<file path="src/sv/job_retry_cooldown_tracker_macros.svh">
// assertion macros for the job retry cooldown tracker
// no dependencies; included by files that carry concurrent assertions
`ifndef JOB_RETRY_COOLDOWN_TRACKER_MACROS_SVH
`define JOB_RETRY_COOLDOWN_TRACKER_MACROS_SVH

`ifndef SYNTHESIS

// antecedent implies consequent in the same cycle
`define JRCT_ASSERT_SAME(lbl, clk, rstn, ante, cons) \
    lbl: assert property (@(posedge clk) disable iff (!(rstn)) (ante) |-> (cons)) \
        else $error("same-cycle check failed");

// antecedent implies consequent in the next cycle
`define JRCT_ASSERT_NEXT(lbl, clk, rstn, ante, cons) \
    lbl: assert property (@(posedge clk) disable iff (!(rstn)) (ante) |=> (cons)) \
        else $error("next-cycle check failed");

`else

`define JRCT_ASSERT_SAME(lbl, clk, rstn, ante, cons)
`define JRCT_ASSERT_NEXT(lbl, clk, rstn, ante, cons)

`endif

`endif

</file>
<file path="src/sv/jrct_pkg.sv">
// shared types and constants for the job retry cooldown tracker
// no dependencies; used by every module of the block
`timescale 1ns / 1ps

package jrct_pkg;

    localparam int DATA_W    = 32;
    localparam int STEP_W    = 6;
    localparam int CFG_IDX_W = 1;
    localparam int S_TDATA_W = 96;
    localparam int S_TUSER_W = 2;
    localparam int M_TDATA_W = 168;

    localparam logic [DATA_W-1:0] ROUND_UP_ADD  = 32'd999;
    localparam logic [DATA_W-1:0] MS_PER_S      = 32'd1000;
    localparam logic [DATA_W-1:0] INIT_DELAY_RST = 32'd1000;
    localparam logic [DATA_W-1:0] MAX_DELAY_RST  = 32'd60000;

    // ceil(2^38 / 1000): (x * RECIP_1000) >> 38 equals x / 1000 for every 32-bit x
    localparam int                 RECIP_W     = 29;
    localparam int                 RECIP_SHIFT = 38;
    localparam logic [RECIP_W-1:0] RECIP_1000  = 29'h10624DD3;

    typedef enum logic [2:0] {
        PH_IDLE     = 3'd0,
        PH_RUNNING  = 3'd1,
        PH_READY    = 3'd2,
        PH_FAILED   = 3'd3,
        PH_COOLDOWN = 3'd4
    } t_phase;

    typedef enum logic [1:0] {
        CMD_BEGIN   = 2'd0,
        CMD_SUCCEED = 2'd1,
        CMD_FAIL    = 2'd2,
        CMD_QUERY   = 2'd3
    } t_cmd;

    typedef enum logic [CFG_IDX_W-1:0] {
        CFG_INITIAL_DELAY = 1'd0,
        CFG_MAXIMUM_DELAY = 1'd1
    } t_cfg_idx;

    typedef enum logic {
        ALU_ADD = 1'b0,
        ALU_SUB = 1'b1
    } t_alu_op;

    typedef enum logic [2:0] {
        SEQ_IDLE,
        SEQ_ROUND,
        SEQ_DIV,
        SEQ_RETRY,
        SEQ_BLOAD,
        SEQ_BACK,
        SEQ_CLIP,
        SEQ_DONE
    } t_seq_st;

    typedef struct packed {
        logic start;
        logic fail;
    } t_seq_ctl;

    typedef struct packed {
        logic              done;
        logic [DATA_W-1:0] retry_s;
        logic [DATA_W-1:0] delay_ms;
    } t_seq_res;

endpackage

</file>
<file path="src/sv/jrct_alu.sv">
// shared 32-bit add / subtract unit with carry-borrow out
// depends on jrct_pkg
`timescale 1ns / 1ps

module jrct_alu (
    input  jrct_pkg::t_alu_op               i_op,
    input  logic [jrct_pkg::DATA_W-1:0]     i_a,
    input  logic [jrct_pkg::DATA_W-1:0]     i_b,
    output logic [jrct_pkg::DATA_W-1:0]     o_res,
    output logic                            o_carry
);

    logic [jrct_pkg::DATA_W:0] w_full;

    // for subtraction the top bit is the borrow, set when a < b
    always_comb begin
        if (i_op == jrct_pkg::ALU_ADD) begin
            w_full = {1'b0, i_a} + {1'b0, i_b};
        end else begin
            w_full = {1'b0, i_a} - {1'b0, i_b};
        end
    end

    assign o_res   = w_full[jrct_pkg::DATA_W-1:0];
    assign o_carry = w_full[jrct_pkg::DATA_W];

endmodule

</file>
<file path="src/sv/jrct_seq.sv">
// sequencer: cooldown round-up, reciprocal divide by 1000, retry sum,
// backoff doubling and clip, the add / compare steps through one shared jrct_alu
// depends on jrct_pkg and jrct_alu
`timescale 1ns / 1ps

module jrct_seq (
    input  logic                          i_clk,
    input  logic                          i_rst_n,
    input  jrct_pkg::t_seq_ctl            i_ctl,
    input  logic [jrct_pkg::DATA_W-1:0]   i_cool,
    input  logic [jrct_pkg::DATA_W-1:0]   i_now,
    input  logic [jrct_pkg::DATA_W-1:0]   i_attempts,
    input  logic [jrct_pkg::DATA_W-1:0]   i_init,
    input  logic [jrct_pkg::DATA_W-1:0]   i_max,
    input  logic                          i_out_free,
    output logic                          o_idle,
    output jrct_pkg::t_seq_res            o_res
);

    localparam int DW = jrct_pkg::DATA_W;
    localparam int SW = jrct_pkg::STEP_W;
    localparam int PW = jrct_pkg::DATA_W + jrct_pkg::RECIP_W;

    jrct_pkg::t_seq_st r_state, n_state;
    logic [DW-1:0]     r_work,  n_work;
    logic [DW-1:0]     r_now,   n_now;
    logic [DW-1:0]     r_delay, n_delay;
    logic [DW-1:0]     r_retry, n_retry;
    logic [SW-1:0]     r_step,  n_step;

    jrct_pkg::t_alu_op w_op;
    logic [DW-1:0]     w_a, w_b, w_res;
    logic              w_carry;
    logic [PW-1:0]     w_prod;
    logic [DW-1:0]     w_half;
    logic              w_left;
    logic              w_done;

    jrct_alu u_alu (
        .i_op    (w_op),
        .i_a     (w_a),
        .i_b     (w_b),
        .o_res   (w_res),
        .o_carry (w_carry)
    );

    assign w_prod = {{jrct_pkg::RECIP_W{1'b0}}, r_work} *
                    {{DW{1'b0}}, jrct_pkg::RECIP_1000};
    assign w_half = {1'b0, i_max[DW-1:1]};
    // doublings left while attempts - 1 > steps taken
    assign w_left = (|i_attempts[DW-1:SW]) || (i_attempts[SW-1:0] > (r_step + SW'(1)));

    always_ff @(posedge i_clk) begin
        if (!i_rst_n) begin
            r_state <= jrct_pkg::SEQ_IDLE;
        end else begin
            r_state <= n_state;
        end
    end

    always_ff @(posedge i_clk) begin
        r_work  <= n_work;
        r_now   <= n_now;
        r_delay <= n_delay;
        r_retry <= n_retry;
        r_step  <= n_step;
    end

    always_comb begin
        n_state = r_state;
        n_work  = r_work;
        n_now   = r_now;
        n_delay = r_delay;
        n_retry = r_retry;
        n_step  = r_step;
        w_op    = jrct_pkg::ALU_SUB;
        w_a     = r_delay;
        w_b     = w_half;
        w_done  = 1'b0;
        case (r_state)
            jrct_pkg::SEQ_IDLE: begin
                if (i_ctl.start) begin
                    n_work  = i_cool;
                    n_now   = i_now;
                    n_state = i_ctl.fail ? jrct_pkg::SEQ_ROUND : jrct_pkg::SEQ_BLOAD;
                end
            end
            jrct_pkg::SEQ_ROUND: begin
                w_op    = jrct_pkg::ALU_ADD;
                w_a     = r_work;
                w_b     = jrct_pkg::ROUND_UP_ADD;
                n_work  = w_res;
                n_step  = '0;
                n_state = jrct_pkg::SEQ_DIV;
            end
            jrct_pkg::SEQ_DIV: begin
                // quotient by 1000 from the reciprocal product, top bits only
                n_work  = DW'(w_prod[PW-1:jrct_pkg::RECIP_SHIFT]);
                n_state = jrct_pkg::SEQ_RETRY;
            end
            jrct_pkg::SEQ_RETRY: begin
                w_op    = jrct_pkg::ALU_ADD;
                w_a     = r_now;
                w_b     = r_work;
                n_retry = w_res;
                n_state = jrct_pkg::SEQ_BLOAD;
            end
            jrct_pkg::SEQ_BLOAD: begin
                n_delay = i_init;
                n_step  = '0;
                n_state = jrct_pkg::SEQ_BACK;
            end
            jrct_pkg::SEQ_BACK: begin
                // borrow means delay below half the maximum
                w_op = jrct_pkg::ALU_SUB;
                w_a  = r_delay;
                w_b  = w_half;
                if (w_left && (r_delay != '0) && w_carry) begin
                    n_delay = {r_delay[DW-2:0], 1'b0};
                    n_step  = r_step + SW'(1);
                end else begin
                    n_state = jrct_pkg::SEQ_CLIP;
                end
            end
            jrct_pkg::SEQ_CLIP: begin
                w_op = jrct_pkg::ALU_SUB;
                w_a  = i_max;
                w_b  = r_delay;
                if (w_carry) begin
                    n_delay = i_max;
                end
                n_state = jrct_pkg::SEQ_DONE;
            end
            jrct_pkg::SEQ_DONE: begin
                if (i_out_free) begin
                    w_done  = 1'b1;
                    n_state = jrct_pkg::SEQ_IDLE;
                end
            end
            default: begin
                n_state = jrct_pkg::SEQ_IDLE;
            end
        endcase
    end

    assign o_idle         = (r_state == jrct_pkg::SEQ_IDLE);
    assign o_res.done     = w_done;
    assign o_res.retry_s  = r_retry;
    assign o_res.delay_ms = r_delay;

endmodule

</file>
<file path="src/sv/job_retry_cooldown_tracker.sv">
// top level of the job retry cooldown tracker: job state, configuration,
// stream ports and result register; depends on jrct_pkg, jrct_seq and the macros header
//
//   channel  direction  handshake                 payload
//   s        in         i_s_tvalid / o_s_tready   i_s_tdata, i_s_tuser (event)
//   m        out        o_m_tvalid / i_m_tready   o_m_tdata (job snapshot)
//   cfg      in         i_cfg_valid / o_cfg_ready i_cfg_index, i_cfg_data
//
// succeed, begin and query transfers step the sequencer through the backoff load, the
// backoff doublings (0 to 31) and the clip to the result; a fail transfer first runs the
// round-up, the reciprocal multiply by 1/1000 and the retry sum
// one event at a time: o_s_tready is low from the accepting edge until the result
// has moved into the output register, which frees while it waits to be taken
// synchronous active-low reset; o_cfg_ready is always high
`timescale 1ns / 1ps
`include "job_retry_cooldown_tracker_macros.svh"

module job_retry_cooldown_tracker (
    input  logic                                i_clk,
    input  logic                                i_rst_n,
    // event channel
    input  logic                                i_s_tvalid,
    output logic                                o_s_tready,
    // [31:0] time_now_s, [63:32] error_code, [95:64] cool_len_ms
    input  logic [jrct_pkg::S_TDATA_W-1:0]      i_s_tdata,
    // [1:0] cmd
    input  logic [jrct_pkg::S_TUSER_W-1:0]      i_s_tuser,
    // snapshot channel
    output logic                                o_m_tvalid,
    input  logic                                i_m_tready,
    // [0] accepted, [3:1] job_state, [35:4] attempt_total, [67:36] updated_time_s,
    // [99:68] retry_time_s, [131:100] stored_error, [163:132] backoff_delay_ms,
    // [167:164] zero
    output logic [jrct_pkg::M_TDATA_W-1:0]      o_m_tdata,
    // configuration write channel
    input  logic                                i_cfg_valid,
    output logic                                o_cfg_ready,
    input  logic [jrct_pkg::CFG_IDX_W-1:0]      i_cfg_index,
    input  logic [jrct_pkg::DATA_W-1:0]         i_cfg_data
);

    localparam int DW = jrct_pkg::DATA_W;

    // configuration registers
    logic [DW-1:0]        r_init, r_max;

    // job state
    jrct_pkg::t_phase     r_phase;
    logic [DW-1:0]        r_attempts;
    logic [DW-1:0]        r_upd;
    logic [DW-1:0]        r_retry;
    logic signed [DW-1:0] r_err;
    logic                 r_acc;
    logic                 r_fail;

    // result register
    logic                          r_m_tvalid;
    logic [jrct_pkg::M_TDATA_W-1:0] r_m_tdata;

    // unpacked event fields
    jrct_pkg::t_cmd       w_cmd;
    logic [DW-1:0]        w_now;
    logic signed [DW-1:0] w_err_in;
    logic [DW-1:0]        w_cool;

    logic                 w_accept;
    logic                 w_begin_ok;
    logic                 w_seq_idle;
    logic                 w_out_free;
    logic [DW-1:0]        w_retry_out;
    jrct_pkg::t_seq_ctl   w_ctl;
    jrct_pkg::t_seq_res   w_res;

    assign w_cmd    = jrct_pkg::t_cmd'(i_s_tuser);
    assign w_now    = i_s_tdata[31:0];
    assign w_err_in = i_s_tdata[63:32];
    assign w_cool   = i_s_tdata[95:64];

    assign o_s_tready = w_seq_idle;
    assign w_accept   = i_s_tvalid && o_s_tready;
    assign w_out_free = !r_m_tvalid || i_m_tready;

    // begin refused while running, or in cooldown before the retry time
    assign w_begin_ok = (r_phase != jrct_pkg::PH_RUNNING) &&
                        ((r_phase != jrct_pkg::PH_COOLDOWN) || (w_now >= r_retry));

    assign w_ctl.start = w_accept;
    assign w_ctl.fail  = (w_cmd == jrct_pkg::CMD_FAIL);

    jrct_seq u_seq (
        .i_clk      (i_clk),
        .i_rst_n    (i_rst_n),
        .i_ctl      (w_ctl),
        .i_cool     (w_cool),
        .i_now      (w_now),
        .i_attempts (r_attempts),
        .i_init     (r_init),
        .i_max      (r_max),
        .i_out_free (w_out_free),
        .o_idle     (w_seq_idle),
        .o_res      (w_res)
    );

    // configuration writes, taken every cycle
    assign o_cfg_ready = 1'b1;

    always_ff @(posedge i_clk) begin
        if (!i_rst_n) begin
            r_init <= jrct_pkg::INIT_DELAY_RST;
            r_max  <= jrct_pkg::MAX_DELAY_RST;
        end else if (i_cfg_valid && o_cfg_ready) begin
            case (i_cfg_index)
                jrct_pkg::CFG_INITIAL_DELAY: r_init <= i_cfg_data;
                jrct_pkg::CFG_MAXIMUM_DELAY: r_max  <= i_cfg_data;
                default: begin
                end
            endcase
        end
    end

    // job state update at the accepting edge; a fail's retry time lands
    // when the sequencer delivers its result
    always_ff @(posedge i_clk) begin
        if (!i_rst_n) begin
            r_phase    <= jrct_pkg::PH_IDLE;
            r_attempts <= '0;
            r_upd      <= '0;
            r_retry    <= '0;
            r_err      <= '0;
            r_acc      <= 1'b0;
            r_fail     <= 1'b0;
        end else if (w_accept) begin
            r_acc  <= 1'b0;
            r_fail <= 1'b0;
            case (w_cmd)
                jrct_pkg::CMD_BEGIN: begin
                    if (w_begin_ok) begin
                        r_phase    <= jrct_pkg::PH_RUNNING;
                        r_attempts <= r_attempts + DW'(1);
                        r_upd      <= w_now;
                        r_err      <= '0;
                        r_acc      <= 1'b1;
                    end
                end
                jrct_pkg::CMD_SUCCEED: begin
                    r_phase <= jrct_pkg::PH_READY;
                    r_upd   <= w_now;
                    r_retry <= '0;
                    r_err   <= '0;
                end
                jrct_pkg::CMD_FAIL: begin
                    r_phase <= (w_cool != '0) ? jrct_pkg::PH_COOLDOWN : jrct_pkg::PH_FAILED;
                    r_upd   <= w_now;
                    r_err   <= w_err_in;
                    r_fail  <= 1'b1;
                end
                default: begin
                    // query leaves the job untouched
                end
            endcase
        end else if (w_res.done && r_fail) begin
            r_retry <= w_res.retry_s;
        end
    end

    assign w_retry_out = r_fail ? w_res.retry_s : r_retry;

    // result register parts the sequencer from the consumer
    always_ff @(posedge i_clk) begin
        if (!i_rst_n) begin
            r_m_tvalid <= 1'b0;
        end else if (w_res.done) begin
            r_m_tvalid <= 1'b1;
        end else if (i_m_tready) begin
            r_m_tvalid <= 1'b0;
        end
    end

    always_ff @(posedge i_clk) begin
        if (w_res.done) begin
            r_m_tdata <= {4'b0000, w_res.delay_ms, r_err, w_retry_out, r_upd,
                          r_attempts, r_phase, r_acc};
        end
    end

    assign o_m_tvalid = r_m_tvalid;
    assign o_m_tdata  = r_m_tdata;

    // an accepted event keeps the input side closed in the following cycle
    `JRCT_ASSERT_NEXT(a_busy_after_accept, i_clk, i_rst_n, w_accept, !o_s_tready)
    // a finished result never overwrites one that is still waiting
    `JRCT_ASSERT_SAME(a_no_overwrite, i_clk, i_rst_n, w_res.done, w_out_free)
    // an accepted begin runs the job and counts exactly one attempt
    `JRCT_ASSERT_NEXT(a_begin_counts, i_clk, i_rst_n,
        w_accept && (w_cmd == jrct_pkg::CMD_BEGIN) && w_begin_ok,
        (r_phase == jrct_pkg::PH_RUNNING) && (r_attempts == $past(r_attempts) + DW'(1)))

endmodule

</file>
<file path="config.mk">
export PLATFORM = sky130hd
export DESIGN_NAME = job_retry_cooldown_tracker
export DESIGN_NICKNAME = d
export VERILOG_FILES = /design/src/sv/jrct_pkg.sv /design/src/sv/jrct_alu.sv /design/src/sv/jrct_seq.sv /design/src/sv/job_retry_cooldown_tracker.sv
export VERILOG_INCLUDE_DIRS = /design/src /design/src/sv
export SDC_FILE = /design/constraint.sdc
export NUM_CORES = 2
export LEC_CHECK = 0
export ABC_AREA = 1
export BUFFER_PORTS_ARGS = -buffer_cell sky130_fd_sc_hd__buf_2
export CORE_UTILIZATION = 44
export CTS_BUF_LIST = sky130_fd_sc_hd__clkbuf_16
export CTS_CLUSTER_DIAMETER = 60
export DETAILED_ROUTE_END_ITERATION = 10
export PLACE_DENSITY = 0.64
export SYNTH_ARGS = -nofsm -noshare
export SYNTH_HDL_FRONTEND = slang
export SYNTH_HIERARCHICAL = 1
export SYNTH_SLANG_ARGS = --single-unit
</file>
<file path="constraint.sdc">
create_clock -name i_clk -period 15.6 [get_ports i_clk]
set_input_delay 3.12 -clock i_clk [delete_from_list [all_inputs] [get_ports i_clk]]
set_output_delay 3.12 -clock i_clk [all_outputs]
set_load 0.1 [all_outputs]
</file>
==> reports/qor.json <==
{
  "run_status": "complete, no violations",
  "synth-seq-area-share": 0.3064,
  "cts_buffers": 54,
  "fin_tns_setup_ns": 0,
  "yosysWarnings": 6,
  "ys_types": 52,
  "required_ns": 15.89,
  "cts_tree": "done",
  "grt_pass1_vias": 35190,
  "area_delta_synth_final_pct": 10.47,
  "finalCriticalPeriod_ns": 7.246,
  "drv.max_cap_violation_count": 0,
  "crit_share_post_route": 0.4645,
  "worst_hold_path.num_cells": 0,
  "post_synth.cell_area_avg_um2": 7.998,
  "placeableCoreArea_mm2": 0.09515,
  "hpwlAfterDp_um": 110800,
  "avgViaCountPerCell": 5.152,
  "clk_transition_reported_paths_ns": 0.06,
  "die_h_um": 312.2,
  "post_cts_resize_count": 0,
  "r2r_end": "u_seq/r_work[16]",
  "cell_repeated_most_along_the_worst_path": "inv_1",
  "die_outline_area_mm2": 0.09747,
  "critPathLaunchType": "flop",
  "routabilityCongestion": 1.008,
  "worst_hold_path.endpoint": "o_m_tdata[107]",
  "hold_buffer_count_at_cts": 0,
  "slowest_stage": "edfxtp_1",
  "finish.utilization": 0.4916,
  "final-setup-viol-count": 0,
  "grtUsageTotal": 0.2855,
  "fin_skew_ns": 0.04202,
  "fillerInstances": 9448,
  "initial_util": 0.4450,
  "postSynth.asyncResetShare": 0,
  "grt.overflow.total": 0,
  "regToRegStartpoint": "u_seq/r_work[4]",
  "worst_setup_path_end_kind": "flop",
  "cts.sink_count": 499,
  "cts.repair_timing.setup_buffer_count": 0,
  "drt_iter0_markers": 2902,
  "tightestPinTransition_ns": 1.211,
  "timing.reg2reg.worst_path_depth": 28,
  "postSynthRegisterBits": 499,
  "number_of_enable_flip_flop_cells_after_synthesis": 298,
  "syn_area_mm2": 0.04234,
  "timing.critical_path.fanout_max": 12,
  "area_occupied_by_multi_input_gates_mm2": 0.02417,
  "antenna_found_initial": 16,
  "wl_per_cell_um": 20.26,
  "worst_skew_pair.late_latency_ns": 0.65,
  "timing_hold_violations_final": 0,
  "timing_max_transition_violations_final": 0,
  "detail_route.first_pass.iterations": 7,
  "cp.arrival_ns": 7.54,
  "post_route_cells_drive_above_1_share": 0.09010,
  "synthFlopType": "edfxtp_1",
  "pin_count": 307,
  "drcViolationCount": 0,
  "max-slew-margin-rel": 0.1904,
  "grt_max_degree": 166,
  "nNetsFinal": 6448,
  "critPathMaxStageDelay_ns": 1.06,
  "die_w_um": 312.2,
  "grt_first_pass_wirelength_um": 211000,
  "fp-row-count": 113,
  "num_vias": 35360,
  "htreeDepth": 2,
  "cell_chosen_for_the_clock_root": "clkbuf_16",
  "crit_type": "reg2reg",
  "r2r_slack_ns": 8.35,
  "netlist_instances": 5294,
  "worstHoldStart": "r_err[7]",
  "drt_wl_total_um": 139100,
  "fmax_ghz": 0.1380,
  "seqCellArea_mm2": 0.01297,
  "cts-root-to-sink-buffers": 3,
  "ant_nets": 0,
  "port_buffers": 301,
  "rsz0062_at_grt": "false",
  "worst_hold_path_type": "reg2reg"
}
## cells by family after synthesis
group	Yosys count	share of synthesized area
other	2	0.0001774
AOI/OAI and AO/OA	457	0.06572
and+or+nand+nor	2162	0.2112
buffers and inverters	1344	0.1242
adders and majority gates	763	0.2785
DFF	499	0.3064
xor gates and xnor gates	67	0.01386
## final cells by class
type,count,share of cell area
Timing Repair Buffer,339,0.03863
Clock buffer,54,0.02889
Tap cell,1265,0.03384
Antenna cell,4,0.0002140
Clock inverter,47,0.007945
Multi-Input combinational cell,3454,0.5167
Inverter,1201,0.09638
Sequential cell,499,0.2774
## worst max-delay path, delay by kind of cell, from the launching register on
family	cells	cell delay, ns
adder cells (fa/ha/maj)	9	4.17
buffers and inverters	8	0.45
flip-flops	1	1.06
AND/OR/NAND/NOR	11	1.22
## worst max path at each step
stage,depth (start not counted),slack (ns),startpoint,endpoint
5_1_grt,28,8.23,u_seq/r_work[4],u_seq/r_work[16]
4_1_cts,28,8.49,u_seq/r_work[4],u_seq/r_work[16]
6_report,28,8.35,u_seq/r_work[4],u_seq/r_work[16]
3_5_place_dp,28,8.53,u_seq/r_work[4],u_seq/r_work[16]
2_1_floorplan,25,8.95,u_seq/r_state[0],u_seq/r_delay[0]
3_3_place_gp,26,8.52,u_seq/r_work[4],u_seq/r_work[15]
## routing by layer
metal / track usage / vias to the layer above / wire [um]
li1: - / 17090 / -
met5: 0 / - / 148
met1: 0.3658 / 16820 / 57520
met3: 0.04579 / 271 / 9024
met4: 0.1126 / 24 / 6128
met2: 0.4811 / 1146 / 66240
## per-stage QoR
step	worst slack [ns]	cells	instance area (um2)	hold slack, ns
after floorplan	8.955	5297	42350	0.4082
after global placement	8.516	6758	45040	0.4103
after detailed placement	8.531	6758	45040	0.4139
after CTS	8.493	6859	46760	0.4280
after global routing	8.234	6862	46770	0.4387
final	8.354	6863	46770	0.4266
## cells in the mapped netlist (4+ instances only)
library cell / n / share of area
a22oi_1: 23 / 0.0041
ha_1: 464 / 0.14
clkbuf_1: 86 / 0.0076
nand3b_1: 19 / 0.0034
edfxtp_1: 298 / 0.21
nand2_1: 1268 / 0.11
o2111ai_1: 38 / 0.0079
buf_4: 15 / 0.0027
xnor2_1: 15 / 0.0031
xor2_1: 52 / 0.011
fa_1: 299 / 0.14
a21oi_1: 210 / 0.025
inv_2: 10 / 0.00089
buf_1: 6 / 0.00053
nand2_2: 13 / 0.0019
o21ai_0: 100 / 0.012
buf_6: 18 / 0.0048
or2_2: 36 / 0.0053
nor2_1: 424 / 0.038
nand3_1: 291 / 0.034
o221ai_1: 45 / 0.0093
nor2_2: 8 / 0.0012
nor3b_1: 4 / 0.00071
o211ai_1: 10 / 0.0018
a22o_1: 9 / 0.0019
inv_1: 1191 / 0.11
nor3_1: 43 / 0.0051
nand4_1: 39 / 0.0058
dfxtp_1: 201 / 0.095
buf_2: 18 / 0.0021
## sequential cells by signal, indices dropped and copies added, names as in the netlist, 32 cells and up
signal         cells
r_upd             32
u_seq/r_work      32
r_max             32
u_seq/r_now       32
r_attempts        32
r_err             32
r_init            32
o_m_tdata        164
r_retry           32
u_seq/r_delay     32
u_seq/r_retry     32
## layout by cell type (no fill, tap or decap), types with 4 or more instances in the layout
cell / n
clkinv_1: 12
o21ai_0: 100
conb_1: 5
fa_1: 299
ha_1: 464
edfxtp_1: 298
nand2_2: 12
nor2_1: 421
clkbuf_16: 54
a22oi_1: 23
o221ai_1: 45
nand2_1: 1267
nor2_2: 10
xnor2_1: 15
a22o_1: 9
clkinv_2: 4
xor2_1: 52
diode_2: 4
nor3_2: 5
nand4_1: 39
nand3_1: 291
buf_4: 38
inv_2: 11
a21oi_1: 210
o211ai_1: 10
nand3b_1: 19
o2111ai_1: 38
nor3_1: 41
dfxtp_1: 200
inv_1: 1205
buf_2: 300
or2_2: 36
Power is left out: the tool's default activity adds up to more than one toggle a clock period on the data nets, which glitch-free logic cannot reach.
